==> src/sv/dfr_pkg.sv <==
// ----------------------------------------------------------------------------
// dfr_pkg
// Shared types and constants for the delimited frame receiver.
// ----------------------------------------------------------------------------
package dfr_pkg;

  localparam int unsigned ByteW = 8;
  localparam int unsigned LenW  = 6;

  // Register index codes on the configuration port
  localparam logic RegStartChar = 1'b0;
  localparam logic RegEndChar   = 1'b1;

  localparam logic [ByteW-1:0] StartCharRst = 8'd35;
  localparam logic [ByteW-1:0] EndCharRst   = 8'd13;

  typedef enum logic [1:0] {
    StIdle = 2'b01,
    StSend = 2'b10
  } dfr_state_e;

endpackage

==> src/sv/dfr_frame_mem.sv <==
// ----------------------------------------------------------------------------
// dfr_frame_mem
// Frame store: one write port, one read port, registered read data.
// ----------------------------------------------------------------------------
module dfr_frame_mem #(
  parameter int unsigned BUFFER_DEPTH = 64
) (
  input  logic                            clk_i,
  input  logic                            we_i,
  input  logic [$clog2(BUFFER_DEPTH)-1:0] waddr_i,
  input  logic [dfr_pkg::ByteW-1:0]       wdata_i,
  input  logic                            re_i,
  input  logic [$clog2(BUFFER_DEPTH)-1:0] raddr_i,
  output logic [dfr_pkg::ByteW-1:0]       rdata_o
);

  logic [dfr_pkg::ByteW-1:0] mem_q [BUFFER_DEPTH];
  logic [dfr_pkg::ByteW-1:0] rdata_q;

  always_ff @(posedge clk_i) begin
    if (we_i) begin
      mem_q[waddr_i] <= wdata_i;
    end
  end

  // read data holds until the next read
  always_ff @(posedge clk_i) begin
    if (re_i) begin
      rdata_q <= mem_q[raddr_i];
    end
  end

  assign rdata_o = rdata_q;

endmodule

==> src/sv/delimited_frame_receiver.sv <==
// ----------------------------------------------------------------------------
// delimited_frame_receiver
// Collects received bytes into a frame store between a start and an end
// character and plays the stored frame out byte by byte on an end character.
// ----------------------------------------------------------------------------
//
//  channel   direction  handshake             payload
//  --------  ---------  --------------------  ----------------------------------
//  rx        in         in_valid_i/in_stall_o  rx_byte_i
//  msg       out        out_valid_o/out_stall_i msg_byte_o, msg_last_o, msg_length_o
//  cfg       in         cfg_we_i               cfg_index_i, cfg_wdata_i
//
//  A start or data byte makes one write into the store.
//  An end byte with n held bytes keeps rx stalled while the frame plays out
//  and while msg is stalled, with one store read per result.
//  Reset clears the fill count and loads start '#' and end CR; the store
//  itself is not cleared, only entries below the fill count are ever read.
//  A stalled msg request holds its bytes in the store's read register.
// ----------------------------------------------------------------------------
module delimited_frame_receiver #(
  parameter int unsigned BUFFER_DEPTH = 64
) (
  input  logic                        clk_i,
  input  logic                        rst_ni,
  // receive channel
  input  logic                        in_valid_i,
  output logic                        in_stall_o,
  input  logic [dfr_pkg::ByteW-1:0]   rx_byte_i,
  // message channel
  output logic                        out_valid_o,
  input  logic                        out_stall_i,
  output logic [dfr_pkg::ByteW-1:0]   msg_byte_o,
  output logic                        msg_last_o,
  output logic [dfr_pkg::LenW-1:0]    msg_length_o,
  // configuration
  input  logic                        cfg_we_i,
  input  logic                        cfg_index_i,
  input  logic [dfr_pkg::ByteW-1:0]   cfg_wdata_i
);

  localparam int unsigned AW = $clog2(BUFFER_DEPTH);
  localparam logic [AW-1:0] FullCount = AW'(BUFFER_DEPTH - 1);

  dfr_pkg::dfr_state_e state_q, state_d;

  logic [dfr_pkg::ByteW-1:0] start_char_q, end_char_q;
  logic [AW-1:0] count_q, count_d;   // bytes held
  logic [AW-1:0] len_q, len_d;       // length of frame playing out
  logic [AW-1:0] rd_ptr_q, rd_ptr_d; // index of byte on msg

  logic in_acc, out_acc, is_end, is_start, last;

  logic                      mem_we, mem_re;
  logic [AW-1:0]             mem_waddr, mem_raddr;
  logic [dfr_pkg::ByteW-1:0] mem_rdata;

  assign in_stall_o  = (state_q != dfr_pkg::StIdle);
  assign out_valid_o = (state_q == dfr_pkg::StSend);
  assign in_acc      = in_valid_i && !in_stall_o;
  assign out_acc     = out_valid_o && !out_stall_i;

  // end wins when a byte matches both delimiters
  assign is_end   = (rx_byte_i == end_char_q);
  assign is_start = (rx_byte_i == start_char_q) && !is_end;
  assign last     = (rd_ptr_q == len_q - AW'(1));

  always_comb begin
    state_d   = state_q;
    count_d   = count_q;
    len_d     = len_q;
    rd_ptr_d  = rd_ptr_q;
    mem_we    = 1'b0;
    mem_waddr = count_q;
    mem_re    = 1'b0;
    mem_raddr = rd_ptr_q + AW'(1);

    unique case (state_q)
      dfr_pkg::StIdle: begin
        if (in_acc) begin
          if (is_end) begin
            if (count_q != '0) begin
              // fetch byte zero, the frame length is latched and count freed
              mem_re    = 1'b1;
              mem_raddr = '0;
              len_d     = count_q;
              rd_ptr_d  = '0;
              count_d   = '0;
              state_d   = dfr_pkg::StSend;
            end
          end else if (is_start) begin
            mem_we    = 1'b1;
            mem_waddr = '0;
            count_d   = AW'(1);
          end else if (count_q != FullCount) begin
            mem_we  = 1'b1;
            count_d = count_q + AW'(1);
          end else begin
            // overflow: reject frame, drop byte
            count_d = '0;
          end
        end
      end
      dfr_pkg::StSend: begin
        if (out_acc) begin
          if (last) begin
            state_d = dfr_pkg::StIdle;
          end else begin
            mem_re   = 1'b1;
            rd_ptr_d = rd_ptr_q + AW'(1);
          end
        end
      end
      default: state_d = dfr_pkg::StIdle;
    endcase
  end

  always_ff @(posedge clk_i or negedge rst_ni) begin
    if (!rst_ni) begin
      state_q      <= dfr_pkg::StIdle;
      count_q      <= '0;
      start_char_q <= dfr_pkg::StartCharRst;
      end_char_q   <= dfr_pkg::EndCharRst;
    end else begin
      state_q <= state_d;
      count_q <= count_d;
      if (cfg_we_i) begin
        unique case (cfg_index_i)
          dfr_pkg::RegStartChar: start_char_q <= cfg_wdata_i;
          dfr_pkg::RegEndChar:   end_char_q   <= cfg_wdata_i;
          default: ;
        endcase
      end
    end
  end

  // payload side, no reset needed
  always_ff @(posedge clk_i) begin
    len_q    <= len_d;
    rd_ptr_q <= rd_ptr_d;
  end

  dfr_frame_mem #(
    .BUFFER_DEPTH(BUFFER_DEPTH)
  ) u_frame_mem (
    .clk_i  (clk_i),
    .we_i   (mem_we),
    .waddr_i(mem_waddr),
    .wdata_i(rx_byte_i),
    .re_i   (mem_re),
    .raddr_i(mem_raddr),
    .rdata_o(mem_rdata)
  );

  assign msg_byte_o   = mem_rdata;
  assign msg_last_o   = last;
  assign msg_length_o = dfr_pkg::LenW'(len_q);

endmodule

==> config.mk <==
export PLATFORM = sky130hd
export DESIGN_NAME = delimited_frame_receiver
export DESIGN_NICKNAME = d
export VERILOG_FILES = /design/src/sv/dfr_pkg.sv /design/src/sv/dfr_frame_mem.sv /design/src/sv/delimited_frame_receiver.sv
export SDC_FILE = /design/constraint.sdc
export NUM_CORES = 1
export LEC_CHECK = 0
export ABC_CLOCK_PERIOD_IN_PS = 8200
export BUFFER_PORTS_ARGS = -buffer_cell sky130_fd_sc_hd__clkbuf_2
export CAP_MARGIN = 30
export CORE_MARGIN = 8
export CORE_UTILIZATION = 30
export DETAILED_ROUTE_END_ITERATION = 12
export GPL_ROUTABILITY_DRIVEN = 0
export SYNTH_ARGS = -nofsm -noshare
export SYNTH_HDL_FRONTEND = slang
export SYNTH_SLANG_ARGS = --single-unit
==> constraint.sdc <==
create_clock -name clk_i -period 8.2 [get_ports clk_i]
set_input_delay 1.64 -clock clk_i [delete_from_list [all_inputs] [get_ports clk_i]]
set_output_delay 1.64 -clock clk_i [all_outputs]
set_load 0.05 [all_outputs]
* Word level (Yosys, flattened, before mapping)
Memories as Yosys holds them, arrays and structs flattened. A register that Yosys moved wholly into a read port is not among the register bits.
Cells that the tools add are included.
Widths: inputs -> output; s select.
** Storage, ports and cells
- Memories kept :: 1
- Bits in registers :: 36
- Word-level logic and storage cells :: 75
- Output and inout port bits :: 17
- Memory bits (writable) :: 512
** Memory list
- u_frame_mem.mem_q :: words 64, width 8, read ports 1, clocked after memory_dff 1, write ports 1, line dfr_frame_mem.sv:17 : logic [dfr_pkg::ByteW-1:0] mem_q [BUFFER_DEPTH];
** Operators by class
- Bitwise gates (word level) :: 1
- Multiplexer cells :: 36
- Add/sub/neg operators :: 3
- Reductions and logical operators :: 14
- Equality and inequality tests :: 14
** Operators by type and width (number)
- $mux 6 :: 16
- $eq 8x8->1 :: 2
- $add 6x1->6 const B :: 2
- $mux 1 :: 12
- $pmux 6 s2 :: 1
- $mux 2 :: 5
- $ne 2x1->1 const B :: 4
- $ne 2x2->1 const B :: 4
- $eq 6x6->1 :: 1
- $ne 6x6->1 const B :: 1
- $reduce_and 6->1 :: 1
- $reduce_bool 6->1 :: 1
- $sub 6x1->6 const B :: 1
- $reduce_and 5->1 :: 1
- $pmux 2 s2 :: 1
- $reduce_and 2->1 :: 2
- $reduce_and 4->1 :: 1
- $logic_and 1x1->1 :: 3
- $logic_not 1->1 :: 3
- $reduce_and 3->1 :: 1
- $eq 2x1->1 const B :: 1
- $eq 2x2->1 const B :: 1
- $pmux 1 s2 :: 1
- $reduce_bool 2->1 :: 1
- $not 1->1 :: 1

* Depth between registers and ports, before layout
- Depth in word-level cells :: 9
- Depth in mapped cells :: 12
- Mapped depth without buffers :: 10

* Cells and area by module
Synthesis repeated with hierarchy kept, for this count alone.
** Second synthesis, totals
- Cell total of the unflattened synthesis :: 1130
- Area, all modules :: 22318.9 um2
** Modules (own cells, without submodules)
- dfr_frame_mem :: instances 1, cells each 940, area each 20246.9 um2
- delimited_frame_receiver :: instances 1, cells each 190, area each 2072.0 um2

* Worst setup path before layout
OpenSTA, ideal clock, no wires.
- Path kind :: input to register
- Start point :: in rx_byte_i[7] (netlist name)
- End point :: mem u_frame_mem.mem_q[40][0] (netlist name), enable pin
- Setup slack :: 4.359 ns
- Required time :: 7.829 ns
- Library setup time :: 0.371 ns
- Cell stages on the path :: 8
- Arrival :: 3.470 ns
- Cells stage by stage :: xor2_1 > nor4_1 > nand2_1 > or3_1 > buf_2 > o31ai_1 > nand2_1 > nor2_1
** On the way
- Longest elaborated chain between the ends :: 9
** RTL lines
- from (decl) :: line delimited_frame_receiver.sv:28 : input logic [dfr_pkg::ByteW-1:0] rx_byte_i,
- $eq 8x8->1 :: line delimited_frame_receiver.sv:63 : assign is_end = (rx_byte_i == end_char_q);
- $logic_not 1->1 :: line delimited_frame_receiver.sv:64 : assign is_start = (rx_byte_i == start_char_q) && !is_end;
- $logic_and 1x1->1 :: line delimited_frame_receiver.sv:64
- $mux 1 :: line delimited_frame_receiver.sv:90 : end else if (is_start) begin
- $mux 1 :: line delimited_frame_receiver.sv:80 : if (is_end) begin
- $mux 1 :: line delimited_frame_receiver.sv:79 : if (in_acc) begin
- $mux 1 :: line delimited_frame_receiver.sv:77 : unique case (state_q)
- $mux 1 :: line dfr_frame_mem.sv:21 : if (we_i) begin
- $mux 1 (not written as such) :: line dfr_frame_mem.sv:22 : mem_q[waddr_i] <= wdata_i;
- to (decl) :: line dfr_frame_mem.sv:17
Several ways; a longest one is shown, not always the timed one.

* Worst setup path in the final report
- Start point :: in rx_byte_i[1] (netlist name)
- End point :: mem u_frame_mem.mem_q[45][4] (netlist name), enable pin
The elaborated chain is that of the path after synthesis.

==> flow_metrics.py <==
metrics = {
    "timing": {
        "maxSlewHeadroom_pct": 30.0,
        "grt_setup_unrepaired": "no",
        "setup_ws_ns": 3.01,
        "holdWs_ns": 0.521,
        "fmax_ghz": 0.193,
        "fin_skew_ns": 0.0114,
        "finalSetupTns_ns": 0,
        "finalSetupViolations": 0,
        "finalMaxSlewViolations": 0,
        "period_needed_ns": 5.19,
        "hold_viol_final": 0,
        "worstMarginPinSlew_ns": 1.05,
        "period_share_pct": 63.3,
    },
    "worst_setup_path": {
        "worst-r2r-cell-count": 6,
        "r2r_start": "end_char_q[0]",
        "start_kind": "primary input",
        "r2r-end": "u_frame_mem.mem_q[45][4]",
        "reg2reg_slack_ns": 4.20,
        "cp_max_fo": 66,
        "crit_arrival_ns": 5.42,
        "worstSetupPathType": "primary input to flip-flop",
        "cp-end-kind": "flip-flop",
        "crit_required_ns": 8.43,
    },
    "clocking": {
        "cts_setup_buffers": 0,
        "cts_buffers": 55,
        "h-tree-depth": 2,
        "cts-resized-gates": 0,
        "insertion_delay_ns": 0.61,
        "tritoncts": "yes",
        "clockBufferDepth": 3,
        "clk_pin_slew_ns": 0.06,
        "cts_sinks": 556,
        "cts_root_buf": "clkbuf_16",
        "cts-hold-fix-buffers": 0,
    },
    "yosys": {
        "yosysSeqAreaShare_pct": 73.6,
        "synth_top_family_by_area": "multiplexers",
        "synth_edf_count": 532,
        "dominantRegCellSynth": "edfxtp_1",
        "synthSimpleGateAreaFrac_pct": 4.81,
        "yosys.area.top_type_share_pct": 70.9,
        "avgSynthCellArea_sq_um": 17.0,
        "synth-compound-area-share_pct": 7.16,
        "synth.most_common_cell": "edfxtp_1",
        "yosysTopAreaCell": "edfxtp_1",
        "ys_warn_count": 0,
        "ys_top_cells_by_count": "532 x edfxtp_1, 89 x nor2_1, 80 x o21ai_0, 73 x mux4_2, 71 x nand2_1",
        "synth_area_sq_um": 22500,
        "syn_inst": 1328,
        "synthAdderAreaFrac_pct": 0.333,
        "yosysUniqueCellTypes": 61,
        "ys_top_cells_by_area": "edfxtp_1 71%, mux4_2 7.3%, mux2i_1 2.8%",
        "ys_ff_latch": 556,
        "syn_nets": 1356,
        "synth_xor_area_share_pct": 1.16,
        "muxShareOfSynthArea_pct": 10.9,
        "ys_async_sr_fraction_pct": 4.32,
    },
    "hold_path": {
        "holdPathEnd": "state_q[0]",
        "min_from": "state_q[0]",
        "whs_path_depth": 1,
        "hp-class": "flip-flop to flip-flop",
    },
    "detailed_routing": {
        "vias": 12209,
        "viasPerCell": 5.13,
        "drc": 0,
        "wire_per_inst_um": 23.9,
        "dr.pass1.iters": 5,
        "drt_iter0_drc": 1300,
        "drt-total-wl_um": 57000,
        "ant_nets": 0,
    },
    "floorplan": {
        "start_util_pct": 30.3,
        "coreArea_sq_um": 74400,
        "rows": 100,
        "die_w_um": 290,
        "die_area_sq_um": 84100,
        "io_pins": 39,
        "die_h_um": 290,
    },
    "grt": {
        "grt_pass1_wl_um": 84000,
        "antenna_found_initial": 0,
        "grt_max_degree": 160,
        "grt_pass1_vias": 12374,
        "grt_overflow_total": 0,
        "grt_usage_pct": 13.2,
    },
    "finish": {
        "fin_nets": 1395,
        "final_area_sq_um": 25700,
        "regArea_sq_um": 16600,
        "fin_cells": 2381,
        "multi_input_area_sq_um": 5540,
        "diodes": 0,
        "areaGrowthSynthToFinish_pct": 13.9,
        "fill_cells": 6933,
        "layout-drive-gt1-share_pct": 18.1,
    },
    "placed_design": {
        "hpwlAfterDp_um": 35000,
        "port_buffers": 38,
        "pre_cts_ws_ns": 2.34,
        "placed_cells": 2278,
        "place_area_sq_um": 23800,
    },
    "pwr": {
        "swShare_pct": 33.0,
        "p_leak_uw": 0.00823,
        "powerDensity_nw_per_um2": 330,
        "ir_drop_mv": 0.413,
        "p_sw_uw": 2800,
        "clock_power_share_pct": 30.1,
        "combPwrFrac_pct": 30.5,
        "seq_power_share_pct": 39.4,
        "p_int_uw": 5680,
    },
    "outcome": {
        "status": "complete, no violations",
    },
    "flow_run": {
        "drv_cap": 0,
    },
}
[worst max-delay path: stages]
cell and delay, ns:
clkbuf_2 0.07, buf_4 0.57, xnor2_1 0.22, nand4_1 0.28, nor2_1 0.34, or3_1 0.42, nand4_1 0.90, nor2_1 0.93
[routing by layer]
layer | global-route usage [%] | vias to the layer above | routed length [um]
met3 | 3.05 | 89 | 4450
li1 | - | 5386 | -
met2 | 21.7 | 471 | 27800
met4 | 3.80 | 0 | 1460
met1 | 17.3 | 6263 | 23300
met5 | 0 | - | 0
[per-stage QoR]
stage                     total power, uW  util, %
after floorplan                      5080        -
after global placement               5920     31.9
after detailed placement             5950     32.0
after CTS                            8490     34.4
after global routing                 8810     34.5
final                                8470     34.5
[cell usage in the layout, fill, tap and decap left out, types with 8 or more instances in the layout]
cell type and n:
a211oi_1 9, nor2_1 89, clkinv_1 13, o211ai_1 13
mux2i_1 62, a21oi_1 20, nand3_1 26, xor2_1 13
inv_1 16, bufinv_16 8, nand4_1 9, o21ai_0 80
nand2_1 71, a31oi_1 33, clkbuf_16 56, edfxtp_1 532
a32oi_1 14, mux2_2 16, dfrtp_1 17, buf_4 20
a22oi_1 20, o22ai_1 16, o21ai_1 8, clkbuf_2 38
nor2b_1 8, clkbuf_1 9, clkinv_2 10, mux4_2 73
xnor2_1 13
[sequential cells by signal (all words and copies together) (netlist names)]
name,flops
count_q,6
start_char_q,8
msg_length_o,6
u_frame_mem.mem_q,512
rd_ptr_q,6
state_q,2
u_frame_mem.rdata_o,8
end_char_q,8
[cell families after synthesis]
logic type | Yosys count
mux | 151
buf+inv | 97
fa+ha+maj | 6
compound gates | 250
flops | 556
simple gates | 239
xor+xnor | 29
[final cells by class]
type | instances | share of cell area [%]
sequential | 556 | 64.6
multi-input combinational | 675 | 21.6
clock buffer | 65 | 5.59
tap | 969 | 4.73
timing repair buffer | 63 | 1.68
clock inverter | 37 | 1.55
inverter | 16 | 0.234
[worst max-delay path by stage]
stage,start,end,slack (ns),cells past startpoint
2_1_floorplan,rx_byte_i[7],u_frame_mem.mem_q[40][0],4.36,8
3_3_place_gp,rx_byte_i[1],u_frame_mem.mem_q[41][4],2.47,8
3_5_place_dp,rx_byte_i[1],u_frame_mem.mem_q[25][3],2.34,8
4_1_cts,rx_byte_i[1],u_frame_mem.mem_q[25][1],3.01,8
5_1_grt,rx_byte_i[1],u_frame_mem.mem_q[29][7],2.79,8
6_report,rx_byte_i[1],u_frame_mem.mem_q[45][4],3.01,8
[power groups by stage]
stage	sequential (uW)	clock, uW	combinational, uW
after floorplan	3350	0	1740
after global placement	3390	0	2530
after detailed placement	3390	0	2560
after CTS	3330	2590	2560
after global routing	3350	2710	2760
final	3340	2550	2580
Note: power is estimated with default switching activity, not from simulation.
